File: src/rtl/mmc_pkg.sv
// Shared types, codes and reset values for the motion mode classifier.
`default_nettype none

package mmc_pkg;

    // Channel widths.
    localparam int IN_DATA_W  = 48;
    localparam int OUT_DATA_W = 8;
    localparam int CFG_IDX_W  = 3;
    localparam int CFG_DATA_W = 16;

    // Mode codes.
    localparam logic [1:0] MODE_IDLE = 2'd0;
    localparam logic [1:0] MODE_LIFT = 2'd1;
    localparam logic [1:0] MODE_SKI  = 2'd2;

    // Activity kinds that carry meaning.
    localparam logic [3:0] KIND_IN_VEHICLE = 4'd0;
    localparam logic [3:0] KIND_STILL      = 4'd3;

    // Item opcodes.
    localparam logic OP_HINT   = 1'b0;
    localparam logic OP_SAMPLE = 1'b1;

    // Configuration register indexes.
    localparam logic [CFG_IDX_W-1:0] REG_LIFT_CLIMB    = 3'd0;
    localparam logic [CFG_IDX_W-1:0] REG_SKI_DESCENT   = 3'd1;
    localparam logic [CFG_IDX_W-1:0] REG_SKI_SPEED     = 3'd2;
    localparam logic [CFG_IDX_W-1:0] REG_IDLE_SPEED    = 3'd3;
    localparam logic [CFG_IDX_W-1:0] REG_VEHICLE_CLIMB = 3'd4;
    localparam logic [CFG_IDX_W-1:0] REG_STRONG_CONF   = 3'd5;
    localparam logic [CFG_IDX_W-1:0] REG_CONSIST_LIMIT = 3'd6;

    // Configuration reset values.
    localparam logic signed [15:0] RST_LIFT_CLIMB    = 16'sd205;
    localparam logic signed [15:0] RST_SKI_DESCENT   = -16'sd205;
    localparam logic [15:0]        RST_SKI_SPEED     = 16'd1024;
    localparam logic [15:0]        RST_IDLE_SPEED    = 16'd205;
    localparam logic signed [15:0] RST_VEHICLE_CLIMB = 16'sd51;
    localparam logic [6:0]         RST_STRONG_CONF   = 7'd70;
    localparam logic [7:0]         RST_CONSIST_LIMIT = 8'd5;

    localparam logic [7:0] COUNT_MAX = 8'd255;

    typedef struct packed {
        logic signed [15:0] lift_climb_rate;
        logic signed [15:0] ski_drop_rate;
        logic [15:0]        ski_speed;
        logic [15:0]        idle_speed;
        logic signed [15:0] vehicle_climb_rate;
        logic [6:0]         strong_confidence;
        logic [7:0]         consistency_limit;
    } cfg_t;

    typedef struct packed {
        logic [1:0] mode;
        logic [7:0] lift_count;
        logic [7:0] ski_count;
        logic [7:0] idle_count;
        logic [3:0] hint_kind;
        logic [6:0] hint_confidence;
    } state_t;

endpackage

`default_nettype wire

File: src/rtl/mmc_cfg_regs.sv
// Configuration register file of the motion mode classifier.
`default_nettype none

module mmc_cfg_regs
    import mmc_pkg::*;
(
    input  wire logic                  aclk,
    input  wire logic                  aresetn,
    input  wire logic                  wr_en,
    input  wire logic [CFG_IDX_W-1:0]  wr_index,
    input  wire logic [CFG_DATA_W-1:0] wr_data,
    output cfg_t                       cfg
);

    cfg_t cfg_reg;
    cfg_t cfg_next;

    // Decode the write index; indexes beyond the list are dropped.
    always_comb begin
        cfg_next = cfg_reg;
        if (wr_en) begin
            unique case (wr_index)
                REG_LIFT_CLIMB:    cfg_next.lift_climb_rate    = $signed(wr_data);
                REG_SKI_DESCENT:   cfg_next.ski_drop_rate      = $signed(wr_data);
                REG_SKI_SPEED:     cfg_next.ski_speed          = wr_data;
                REG_IDLE_SPEED:    cfg_next.idle_speed         = wr_data;
                REG_VEHICLE_CLIMB: cfg_next.vehicle_climb_rate = $signed(wr_data);
                REG_STRONG_CONF:   cfg_next.strong_confidence  = wr_data[6:0];
                REG_CONSIST_LIMIT: cfg_next.consistency_limit  = wr_data[7:0];
                default:           cfg_next = cfg_reg;
            endcase
        end
    end

    always_ff @(posedge aclk) begin
        if (!aresetn) begin
            cfg_reg.lift_climb_rate    <= RST_LIFT_CLIMB;
            cfg_reg.ski_drop_rate      <= RST_SKI_DESCENT;
            cfg_reg.ski_speed          <= RST_SKI_SPEED;
            cfg_reg.idle_speed         <= RST_IDLE_SPEED;
            cfg_reg.vehicle_climb_rate <= RST_VEHICLE_CLIMB;
            cfg_reg.strong_confidence  <= RST_STRONG_CONF;
            cfg_reg.consistency_limit  <= RST_CONSIST_LIMIT;
        end else begin
            cfg_reg <= cfg_next;
        end
    end

    assign cfg = cfg_reg;

endmodule

`default_nettype wire

File: src/rtl/mmc_decide.sv
// Classification and counter update logic for one hint or motion sample.
`default_nettype none

module mmc_decide
    import mmc_pkg::*;
(
    input  wire cfg_t               cfg,
    input  wire state_t             st,
    input  wire logic               opcode,
    input  wire logic [15:0]        speed,
    input  wire logic signed [15:0] vertical_velocity,
    input  wire logic [3:0]         activity_kind,
    input  wire logic [6:0]         activity_confidence,
    output state_t                  st_next,
    output logic [1:0]              desired_mode
);

    // Saturating rise by one, or by two when the hint agrees.
    function automatic logic [7:0] cnt_rise(input logic [7:0] c, input logic twice);
        logic [8:0] sum;
        sum = {1'b0, c} + (twice ? 9'd2 : 9'd1);
        return sum[8] ? COUNT_MAX : sum[7:0];
    endfunction

    // Fall by one, stopping at zero.
    function automatic logic [7:0] cnt_fall(input logic [7:0] c);
        return (c == 8'd0) ? 8'd0 : c - 8'd1;
    endfunction

    logic hint_strong, in_vehicle, still;
    logic lift_hit, ski_hit, idle_hit;
    logic [7:0] lift_new, ski_new, idle_new;

    // Threshold tests, with the stored hint folded in.
    always_comb begin
        hint_strong = st.hint_confidence > cfg.strong_confidence;
        in_vehicle  = hint_strong && (st.hint_kind == KIND_IN_VEHICLE);
        still       = hint_strong && (st.hint_kind == KIND_STILL);

        lift_hit = (vertical_velocity > cfg.lift_climb_rate)
                 || (in_vehicle && (vertical_velocity > cfg.vehicle_climb_rate));
        ski_hit  = (vertical_velocity < cfg.ski_drop_rate) || (speed > cfg.ski_speed);
        idle_hit = (speed < cfg.idle_speed) || still;

        if (lift_hit && !idle_hit) begin
            desired_mode = MODE_LIFT;
        end else if (ski_hit && !idle_hit) begin
            desired_mode = MODE_SKI;
        end else if (idle_hit) begin
            desired_mode = MODE_IDLE;
        end else begin
            desired_mode = st.mode;
        end
    end

    // Consistency counters follow the desired mode; anything not lift or
    // skiing counts as idle.
    always_comb begin
        if (desired_mode == MODE_LIFT) begin
            lift_new = cnt_rise(st.lift_count, in_vehicle);
            ski_new  = cnt_fall(st.ski_count);
            idle_new = cnt_fall(st.idle_count);
        end else if (desired_mode == MODE_SKI) begin
            lift_new = cnt_fall(st.lift_count);
            ski_new  = cnt_rise(st.ski_count, 1'b0);
            idle_new = cnt_fall(st.idle_count);
        end else begin
            lift_new = cnt_fall(st.lift_count);
            ski_new  = cnt_fall(st.ski_count);
            idle_new = cnt_rise(st.idle_count, still);
        end
    end

    // Next state: a hint only replaces the stored hint, a sample moves the
    // counters and possibly the mode.
    always_comb begin
        st_next = st;
        if (opcode == OP_HINT) begin
            st_next.hint_kind       = activity_kind;
            st_next.hint_confidence = activity_confidence;
        end else begin
            st_next.lift_count = lift_new;
            st_next.ski_count  = ski_new;
            st_next.idle_count = idle_new;
            if (lift_new > cfg.consistency_limit) begin
                st_next.mode = MODE_LIFT;
            end else if (ski_new > cfg.consistency_limit) begin
                st_next.mode = MODE_SKI;
            end else if (idle_new > cfg.consistency_limit) begin
                st_next.mode = MODE_IDLE;
            end
        end
    end

endmodule

`default_nettype wire

File: src/rtl/motion_mode_classifier_core.sv
// A motion sample's result passes through the input register and then the result register,
// and is offered once the result register is free; a waiting result can hold it back.
// Throughput: one item per cycle; the input register advances whenever the
// result register is empty or being drained, and hints never wait for it.
// Reset: synchronous, active low; clears mode, counters, hint, valid flags and
// loads the configuration registers with their default thresholds.
`default_nettype none

module motion_mode_classifier_core
    import mmc_pkg::*;
(
    input  wire logic                  aclk,
    input  wire logic                  aresetn,
    // Input stream.
    input  wire logic                  s_tvalid,
    output logic                       s_tready,
    // [15:0] speed, [31:16] vertical_velocity, [35:32] activity_kind,
    // [42:36] activity_confidence, [47:43] zero
    input  wire logic [IN_DATA_W-1:0]  s_tdata,
    // [0] opcode
    input  wire logic                  s_tuser,
    // Result stream.
    output logic                       m_tvalid,
    input  wire logic                  m_tready,
    // [1:0] mode, [3:2] desired_mode, [7:4] zero
    output logic [OUT_DATA_W-1:0]      m_tdata,
    // Configuration write channel.
    input  wire logic                  cfg_valid,
    output logic                       cfg_ready,
    input  wire logic [CFG_IDX_W-1:0]  cfg_index,
    input  wire logic [CFG_DATA_W-1:0] cfg_data
);

    cfg_t   cfg;
    state_t state_reg;
    state_t state_next;

    logic               in_valid_reg;
    logic               in_op_reg;
    logic [15:0]        in_speed_reg;
    logic signed [15:0] in_vv_reg;
    logic [3:0]         in_kind_reg;
    logic [6:0]         in_conf_reg;

    logic               out_valid_reg;
    logic               out_valid_next;
    logic [1:0]         out_mode_reg;
    logic [1:0]         out_desired_reg;
    logic [1:0]         desired;

    logic advance;
    logic in_xfer;

    assign cfg_ready = 1'b1;

    mmc_cfg_regs u_cfg (
        .aclk     (aclk),
        .aresetn  (aresetn),
        .wr_en    (cfg_valid),
        .wr_index (cfg_index),
        .wr_data  (cfg_data),
        .cfg      (cfg)
    );

    mmc_decide u_decide (
        .cfg                 (cfg),
        .st                  (state_reg),
        .opcode              (in_op_reg),
        .speed               (in_speed_reg),
        .vertical_velocity   (in_vv_reg),
        .activity_kind       (in_kind_reg),
        .activity_confidence (in_conf_reg),
        .st_next             (state_next),
        .desired_mode        (desired)
    );

    // The held item moves on when it needs no result slot or the slot frees up.
    assign advance  = in_valid_reg
                    && ((in_op_reg == OP_HINT) || !out_valid_reg || m_tready);
    assign s_tready = !in_valid_reg || advance;
    assign in_xfer  = s_tvalid && s_tready;

    always_comb begin
        if (advance && (in_op_reg == OP_SAMPLE)) begin
            out_valid_next = 1'b1;
        end else if (m_tready) begin
            out_valid_next = 1'b0;
        end else begin
            out_valid_next = out_valid_reg;
        end
    end

    // Control state.
    always_ff @(posedge aclk) begin
        if (!aresetn) begin
            in_valid_reg  <= 1'b0;
            out_valid_reg <= 1'b0;
            state_reg     <= '0;
        end else begin
            if (s_tready) begin
                in_valid_reg <= s_tvalid;
            end
            out_valid_reg <= out_valid_next;
            if (advance) begin
                state_reg <= state_next;
            end
        end
    end

    // Input register payload.
    always_ff @(posedge aclk) begin
        if (in_xfer) begin
            in_op_reg    <= s_tuser;
            in_speed_reg <= s_tdata[15:0];
            in_vv_reg    <= $signed(s_tdata[31:16]);
            in_kind_reg  <= s_tdata[35:32];
            in_conf_reg  <= s_tdata[42:36];
        end
    end

    // Result register payload.
    always_ff @(posedge aclk) begin
        if (advance && (in_op_reg == OP_SAMPLE)) begin
            out_mode_reg    <= state_next.mode;
            out_desired_reg <= desired;
        end
    end

    assign m_tvalid = out_valid_reg;
    assign m_tdata  = {4'd0, out_desired_reg, out_mode_reg};

`ifndef ASSERT_OFF
    // A sample that moves on leaves a result showing the updated mode.
    a_sample_result: assert property (@(posedge aclk) disable iff (!aresetn)
        (advance && (in_op_reg == OP_SAMPLE))
        |=> (m_tvalid && (m_tdata[1:0] == state_reg.mode)))
        else $error("sample transfer did not load a matching result");

    // A hint never disturbs the counters or the mode.
    a_hint_quiet: assert property (@(posedge aclk) disable iff (!aresetn)
        (advance && (in_op_reg == OP_HINT))
        |=> ($stable(state_reg.lift_count) && $stable(state_reg.ski_count)
             && $stable(state_reg.idle_count) && $stable(state_reg.mode)))
        else $error("hint changed classifier counters");

    // The lift counter climbs by at most two per sample.
    a_lift_step: assert property (@(posedge aclk) disable iff (!aresetn)
        advance |=> ({1'b0, state_reg.lift_count}
                     <= ({1'b0, $past(state_reg.lift_count)} + 9'd2)))
        else $error("lift counter rose too fast");

    // The input register is never overwritten while it holds a waiting item.
    a_no_overrun: assert property (@(posedge aclk) disable iff (!aresetn)
        (in_valid_reg && !advance) |-> !s_tready)
        else $error("input register overrun");
`endif

endmodule

`default_nettype wire

File: config.mk
export PLATFORM = sky130hd
export DESIGN_NAME = motion_mode_classifier_core
export DESIGN_NICKNAME = d
export VERILOG_FILES = /design/src/rtl/mmc_pkg.sv /design/src/rtl/mmc_cfg_regs.sv /design/src/rtl/mmc_decide.sv /design/src/rtl/motion_mode_classifier_core.sv
export SDC_FILE = /design/constraint.sdc
export NUM_CORES = 1
export LEC_CHECK = 0
export BUFFER_PORTS_ARGS = -buffer_cell sky130_fd_sc_hd__buf_2
export CAP_MARGIN = 20
export CORE_MARGIN = 3
export CORE_UTILIZATION = 50
export CTS_BUF_LIST = sky130_fd_sc_hd__clkbuf_8
export CTS_CLUSTER_DIAMETER = 100
export DETAILED_ROUTE_END_ITERATION = 10
export GPL_TIMING_DRIVEN = 1
export PLACE_DENSITY = 0.65
export SLEW_MARGIN = 20
export SYNTH_ARGS = -nofsm -noshare
export SYNTH_HDL_FRONTEND = slang
export SYNTH_SLANG_ARGS = --single-unit
File: constraint.sdc
create_clock -name aclk -period 6.15 [get_ports aclk]
set_input_delay 0.3075 -clock aclk [delete_from_list [all_inputs] [get_ports aclk]]
set_output_delay 0.3075 -clock aclk [all_outputs]
set_load 0.005 [all_outputs]
==> results.toml, run 1 <==
[floorplan]
fp.dieH_um = 152
die_area_um2 = 23000
initial_utilization_pct = 51.7
dieWidth_um = 152
num_io_pins = 84
core.rowCount = 52
fp.coreArea_um2 = 20500

[global_routing]
grt_max_degree = 78
grt_pass1_wl_mm = 42.4
overflow = 0
grt.total_usage_pct = 23.3
antenna_found_initial = 3
grt_pass1_vias = 8620

[yosys]
ys_ff_latch = 182
ys_warn_count = 0
async_flop_share_pct = 0
synth_edf_count = 48
synth_seq_area_share_pct = 38.9
ys.flop_type = "dfxtp_1"
syn_inst = 1255
syn_area_um2 = 10600
ys_types = 84
avgSynthCellArea_um2 = 8.44

[run]
max_cap_viol_count = 0

[sta]
finalSetupTns_ps = 0
rsz0062_at_grt = "false"
slew_headroom_pct = 40.5
finalCriticalPeriod_ps = 5350
hold_viol_final = 0
period_share_pct = 87.0
drv_slew = 0
worst_slew_pin_slew_ps = 892
setup_viol = 0
fmax_mhz = 187
skew_ps = 13.3

[place]
dp_hpwl_mm = 18.3
io_buffers = 73
gp_congestion = 0.880

[routing]
vias = 9037
final_antenna_net_count = 0
drt_iter0_markers = 588
wire_per_inst_um = 15.9
wl_mm = 25.9
drt_pass1_iterations = 7
drc = 0
vias_per_cell = 5.54

[setup_path]
cp-start-kind = "flop"
end_kind = "flop"
path_class = "flop to flop"
worstPathMaxFanout = 6
cp.required_ps = 6520
cp_data_arrival_time_ps = 5720

[finish]
final_cell_mix = "251 x nand2_1, 134 x dfxtp_1, 124 x a21oi_1, 120 x ha_1, 111 x inv_1"
post-route-util_pct = 58.8
final_common_cell = "nand2_1"
nets = 1541
nFillCells = 1869
largest_reg_flops = 95
drive_above_1_share_pct = 10.2
syn_to_final_growth_pct = 13.7

[power]
leakage_nw = 4.88
power_density_nw_per_um2 = 231
ir_drop_v = 0.000154

[run_status]
outcome = "complete, no violations"

[hold_path]
min_path_type = "input pin to flop"

[cts]
cts_buffer_depth = 2
cts_root_buf = "clkbuf_8"
cts_tree = "built"
postCtsSetupBuffers = 0
cts_sinks = 182
cts_buffers = 17
htree_levels = 4
clk_pin_slew_worst_paths_ps = 110
clk_latency_ps = 470
==> synthesized netlist by cell type (4+ instances only) <==
master	number	area (µm²)
a2111oi_0	5	43.8
nor3b_1	5	37.5
o21bai_1	4	30.0
o21a_1	8	60.1
a21o_1	10	75.1
edfxtp_1	48	1440
nor3_1	25	125
clkbuf_1	47	176
nand4_1	22	138
o31ai_1	7	52.6
nor2_1	53	199
and3_1	12	75.1
inv_1	111	417
a31oi_1	9	56.3
dfxtp_1	134	2680
nand2b_1	13	81.3
mux2i_1	16	160
a21oi_1	124	621
buf_4	6	45.0
ha_1	120	1500
a211oi_1	5	37.5
nor4_1	6	37.5
nor2b_1	20	125
or3_1	7	43.8
o211ai_1	33	248
nand3_1	40	200
o21ai_0	31	155
nand2_1	251	942
nand3b_1	6	45.0
==> cell type report <==
cell class	instances	area, µm²	area share [%]
multi-input combinational	905	5830	48.4
sequential	182	4120	34.2
timing repair buffer	128	883	7.34
inverter	112	420	3.49
tap	270	338	2.81
clock buffer	17	234	1.94
clock inverter	15	208	1.72
antenna	3	7.51	0.0623
==> worst paths after layout <==
path	startpoint	to	slack, ps	cells after the start
worst min register to register	u_cfg.cfg[53]$_SDFFE_PN0P_	u_cfg.cfg[53]$_SDFFE_PN0P_	460	2
worst max-delay path	u_cfg.cfg[12]$_SDFFE_PN0P_	state_reg[35]$_SDFFE_PN0P_	800	25
worst min-delay path	s_tdata[17]	in_vv_reg[1]$_DFFE_PP_	60	1
worst max register to register	u_cfg.cfg[12]$_SDFFE_PN0P_	state_reg[35]$_SDFFE_PN0P_	800	25
==> kinds of logic after synthesis <==
group,Yosys count,synth area share [%]
muxes,21,2.19
other,2,0.0709
buffers and inverters,171,6.44
xor gates and xnor gates,4,0.331
DFF,182,38.9
AOI/OAI and AO/OA,279,16.9
adders and majority gates,122,14.6
and+or+nand+nor,474,20.5
==> layer usage <==
layer | vias up | global-route usage (%) | share of wire, %
met5 | - | 0 | 0.050
met4 | 2 | 6.47 | 2.1
met3 | 43 | 4.49 | 4.8
met2 | 240 | 36.6 | 44
met1 | 4170 | 33.0 | 49
li1 | 4582 | - | -
==> report_power, final <==
| group | internal (W) | switching, W | leakage (nW) | total [W] |
|---|---|---|---|---|
| registers | 0.00128 | 0.0000377 | 1.56 | 0.00132 |
| logic | 0.000241 | 0.000328 | 3.10 | 0.000569 |
| clock network | 0.000389 | 0.000513 | 0.219 | 0.000902 |
| total | 0.00191 | 0.000879 | 4.88 | 0.00279 |
==> stage by stage <==
stage	cell area, µm²	std cells	power [W]	setup WS (ps)	hold slack (ps)
floorplan	10600	1258	0.00174	1640	406
global placement	11200	1555	0.00187	974	442
detailed placement	11200	1555	0.00188	882	447
CTS	12000	1629	0.00280	845	43.5
global route	12000	1631	0.00294	436	31.4
finish	12000	1632	0.00279	799	59.2
==> timing repair <==
item,CTS,global route
resized for setup,0,0
hold buffers,42,0
hold endpoints to repair,42,0
==> worst max-delay path, cell delays in order, from the launching register on <==
cell and delay [ps]:
dfxtp_1 370, inv_1 60, ha_1 300, a211oi_1 220
nor2_1 100, o311ai_1 370, buf_4 230, ha_1 170
inv_1 60, fa_1 380, nor2b_1 210, nand2_1 80
nor2_1 220, nand3_1 260, nand2_1 190, nor2_1 60
a2111oi_0 470, a31oi_1 120, a21oi_1 210, ha_1 250
nand4_1 100, o21ai_0 90, o21ai_0 120, nand2_1 130
a31o_2 250, o221a_2 240
Power figures use the tool's default switching activity.
==> run 2, diff against run 1 <==
Settings changed: CORE_ASPECT_RATIO set to 1.1, PLACE_DENSITY 0.65 to 0.69.
==> results.toml, run 2 (synthesized netlist as in run 1, its figures left out) <==
[run_status]
outcome = "complete, no violations"

[power]
p_int_w = 0.00181
leakage_nw = 4.84
p_switching_w = 0.000845
p_comb_share_pct = 21.5
ir_drop_v = 0.000138
swShare_pct = 31.8
power_density_nw_per_um2 = 222
power.share.clock_pct = 28.8
p_seq_share_pct = 49.6

[floorplan]
fp.dieH_um = 159
core.rowCount = 55
dieWidth_um = 145
num_io_pins = 84
initial_utilization_pct = 51.1
fp.coreArea_um2 = 20700
die_area_um2 = 23000

[sta]
finalSetupTns_ps = 0
hold_viol_final = 0
worst_slew_pin_slew_ps = 815
skew_ps = 13.8
rsz0062_at_grt = "false"
slew_headroom_pct = 45.6
drv_slew = 0
period_share_pct = 82.9
setup_viol = 0
fmax_mhz = 196
finalCriticalPeriod_ps = 5100

[run]
max_cap_viol_count = 0

[finish]
num_antenna_cells = 0
seq_area_um2 = 4120
syn_to_final_growth_pct = 13.0
largest_reg_flops = 95
nFillCells = 1918
final_cells = 1644
final_common_cell = "nand2_1"
multi_input_area_um2 = 5830
final_cell_mix = "251 x nand2_1, 134 x dfxtp_1, 124 x a21oi_1, 120 x ha_1, 113 x inv_1"
nets = 1541
drive_above_1_share_pct = 10.2

[routing]
vias_per_cell = 5.55
wire_per_inst_um = 16.0
vias = 9117
drt_pass1_iterations = 5
final_antenna_net_count = 0
wl_mm = 26.2
drt_iter0_markers = 628
drc = 0

[place]
io_buffers = 73
dp_cells = 1570
gp_congestion = 0.892
dp_hpwl_mm = 18.5

[setup_path]
cpPeakStageDelay_ps = 850
end_kind = "flop"
cp.required_ps = 6350
cp_common_cell = "o21ai_0"
path_class = "flop to flop"
worstPathMaxFanout = 11
crit_chain = "ha_1, a21oi_1, a31oi_1, a2111oi_0, o2111ai_1, and4b_1, a2111oi_4, o21ai_0, o31ai_1, ha_1, nor2b_1, o21a_1, o21ai_0, nand2b_1, a21oi_1, o21ai_0, a22oi_1, o22ai_1"
cpMaxStageDelayCell = "a2111oi_4"
cp-start-kind = "flop"
cp_data_arrival_time_ps = 5300

[cts]
ctsResizeCount = 0
postCtsSetupBuffers = 0
clk_latency_ps = 480
cts_tree = "built"
cts_root_buf = "clkbuf_8"
clk_pin_slew_worst_paths_ps = 100
cts_buffers = 17
cts_sinks = 182
cts_buffer_depth = 2
htree_levels = 4

[global_routing]
overflow = 0
grt_pass1_wl_mm = 42.3
grt_max_degree = 58
grt_pass1_vias = 8450
grt.total_usage_pct = 23.3
antenna_found_initial = 2

[hold_path]
min_path_type = "input pin to flop"
-- run 2: cell types whose count changed in the layout (fill, tap and decap cells not counted), sizes merged --
| cell | before | now |
|---|---|---|
| inv | 120 | 122 |
| diode | 3 | 0 |
| clkinv | 4 | 2 |
| clkinvlp | 1 | 3 |
| bufinv | 2 | 0 |
-- run 2: repair_timing --
item	4_1_cts	5_1_grt
hold buffers	42	0
endpoints found under the setup margin	0	0
endpoints found under the hold margin	42	0
-- run 2: path summary, 6_finish.rpt --
kind                                    from                    endpoint  slack, ps  depth (start not counted)
setup / recovery      in_vv_reg[7]$_DFFE_PP_   out_mode_reg[1]$_DFFE_PP_       1050                         18
hold / removal                   s_tdata[42]    in_conf_reg[6]$_DFFE_PP_         30                          1
setup reg to reg      in_vv_reg[7]$_DFFE_PP_   out_mode_reg[1]$_DFFE_PP_       1050                         18
hold reg to reg   u_cfg.cfg[29]$_SDFFE_PN0P_  u_cfg.cfg[29]$_SDFFE_PN0P_        460                          2
-- run 2: final cells by class --
class	count	area share (%)
Clock buffer	17	1.95
Sequential cell	182	34.5
Inverter	112	3.51
Timing Repair Buffer	128	7.38
Clock inverter	15	0.993
Multi-Input combinational cell	905	48.7
Tap cell	285	2.98
-- run 2: worst max-delay path: cells and delay by family (launching register included) --
family                     cells  cell delay, ps
AOI/OAI and AO/OA             13            3110
adders and majority gates      2             650
and+or+nand+nor                3             590
DFF                            1             470
-- run 2: through the flow --
stage | total power (W) | worst slack [ps] | util [%] | hold slack [ps] | area (µm²)
after detailed placement | 0.00189 | 905 | 54.0 | 446 | 11200
final | 0.00265 | 1050 | 57.8 | 29.8 | 12000
after floorplan | 0.00174 | 1640 | - | 406 | 10600
after CTS | 0.00266 | 900 | 57.7 | 2.86 | 12000
after global routing | 0.00280 | 628 | 57.8 | 6.87 | 12000
after global placement | 0.00187 | 943 | 54.0 | 442 | 11200
-- run 2: metal layers --
metal | global-route usage [%] | share of wire (%) | vias to the layer above
met1 | 30.3 | 45 | 4270
met5 | 0 | 0.10 | -
met3 | 3.69 | 4.5 | 39
met2 | 39.6 | 49 | 231
met4 | 7.33 | 2.0 | 4
li1 | - | - | 4573
-- run 2: power by group through the flow --
stage               combinational (W)  sequential (W)  clock (W)
detailed placement           0.000543         0.00134          0
floorplan                    0.000410         0.00133          0
global route                 0.000648         0.00132   0.000830
finish                       0.000571         0.00132   0.000765
CTS                          0.000566         0.00132   0.000780
global placement             0.000531         0.00134          0
==> run 3, diff against run 2 <==
Clock period 6.15 ns to 4.95 ns, I/O delays scaled along.
==> results.toml, run 3 (synthesized netlist as in run 1, its figures left out) <==
[run_status]
outcome = "complete, no violations"

[power]
power.share.clock_pct = 30.7
p_int_w = 0.00234
ir_drop_v = 0.000198
leakage_nw = 4.95
swShare_pct = 31.9
total_power_w = 0.00344
power_density_nw_per_um2 = 281
p_switching_w = 0.00110
p_comb_share_pct = 21.7
p_seq_share_pct = 47.6

[place]
gp_congestion = 0.880
dp_hpwl_mm = 19.2
dp_cells = 1584
io_buffers = 73

[setup_path]
cp.required_ps = 5370
path_class = "flop to flop"
worstPathMaxFanout = 3
cp-start-kind = "flop"
end_kind = "flop"
cp_data_arrival_time_ps = 5100

[floorplan]
fp.coreArea_um2 = 20700
die_area_um2 = 23000
fp.dieH_um = 159
core.rowCount = 55
initial_utilization_pct = 51.1
dieWidth_um = 145
num_io_pins = 84

[routing]
wl_mm = 27.1
drt_pass1_iterations = 5
final_antenna_net_count = 0
wire_per_inst_um = 16.3
drt_iter0_markers = 419
vias_per_cell = 5.53
vias = 9187
drc = 0

[sta]
hold_viol_final = 0
skew_ps = 13.7
drv_slew = 0
setup_viol = 0
worst_slew_pin_slew_ps = 1020
fmax_mhz = 213
period_share_pct = 94.6
slew_headroom_pct = 32.1
finalCriticalPeriod_ps = 4680

[cts]
cts_buffer_depth = 2
cts_sinks = 182
cts_root_buf = "clkbuf_8"
clk_pin_slew_worst_paths_ps = 110
cts_buffers = 17
cts_tree = "built"
clk_latency_ps = 470
htree_levels = 4

[global_routing]
antenna_found_initial = 3
grt.total_usage_pct = 24.0
grt_pass1_wl_mm = 43.8
grt_pass1_vias = 8921
grt_max_degree = 57
overflow = 0

[hold_path]
min_path_type = "input pin to flop"

[finish]
final_common_cell = "nand2_1"
final_cells = 1662
drive_above_1_share_pct = 12.4
largest_reg_flops = 95
syn_to_final_growth_pct = 15.8
final_cell_mix = "250 x nand2_1, 133 x dfxtp_1, 123 x a21oi_1, 118 x ha_1, 111 x inv_1"
nets = 1558
nFillCells = 1855

[run]
max_cap_viol_count = 0
## run 3: cell type report
type | count | area [µm²] | area share [%]
multi-input combinational | 905 | 5910 | 48.2
sequential | 182 | 4130 | 33.6
timing repair buffer | 145 | 1030 | 8.39
inverter | 112 | 420 | 3.43
tap | 285 | 357 | 2.91
clock buffer | 17 | 234 | 1.91
clock inverter | 15 | 184 | 1.50
antenna | 1 | 2.50 | 0.0204
## run 3: through the flow
step | utilization [%] | setup TNS [ps] | setup WS (ps) | hold slack, ps | area, µm²
global route | 59.2 | -31.4 | -24.8 | 55.8 | 12300
floorplan | - | 0 | 439 | 346 | 10600
detailed placement | 54.6 | 0 | 142 | 426 | 11300
global placement | 54.6 | 0 | 191 | 424 | 11300
finish | 59.2 | 0 | 265 | 52.0 | 12300
CTS | 58.7 | 0 | 92.4 | 22.4 | 12200
## run 3: power by group through the flow
stage / sequential, W / clock, W / combinational [W]
CTS: 0.00164 / 0.00108 / 0.000727
detailed placement: 0.00167 / 0 / 0.000696
floorplan: 0.00165 / 0 / 0.000510
finish: 0.00164 / 0.00106 / 0.000746
global route: 0.00164 / 0.00114 / 0.000846
global placement: 0.00167 / 0 / 0.000678
## run 3: worst paths after layout
check                                   from                    endpoint  slack (ps)  cells after the start
setup / recovery  u_cfg.cfg[12]$_SDFFE_PN0P_  state_reg[36]$_SDFFE_PN0P_         270                     24
hold reg to reg   u_cfg.cfg[80]$_SDFFE_PN0P_  u_cfg.cfg[80]$_SDFFE_PN0P_         460                      2
hold / removal                      s_tvalid   in_valid_reg$_SDFFE_PN0N_          50                      3
setup reg to reg  u_cfg.cfg[12]$_SDFFE_PN0P_  state_reg[36]$_SDFFE_PN0P_         270                     24
## run 3: worst max-delay path, stage by stage, from the launching register on
cell	delay (ps)
dfxtp_1	340
inv_1	50
ha_1	290
nand4_1	150
a21oi_2	220
nor3_1	80
or3_4	380
ha_2	190
fa_2	350
and3_1	220
nand2_2	90
nor2_1	60
and2_4	170
o21bai_1	210
nand2_1	90
ha_1	300
nor2b_1	140
o21a_1	160
o21a_1	170
o21ai_1	110
a21oi_1	80
o31ai_2	320
a22oi_2	120
o32ai_2	200
and2_1	140
## run 3: layer usage
| layer | share of wire (%) | GRT usage (%) | vias up |
|---|---|---|---|
| met2 | 49 | 41.8 | 193 |
| li1 | - | - | 4608 |
| met5 | 0.052 | 0 | - |
| met3 | 4.1 | 3.88 | 53 |
| met4 | 2.7 | 7.82 | 4 |
| met1 | 44 | 30.4 | 4329 |
## run 3: timing repair
action / in CTS / in global routing
endpoints found under the setup margin: 0 / 4
resized for setup: 0 / 24
setup buffers: 0 / 1
hold buffers: 44 / 0
endpoints found under the hold margin: 44 / 0
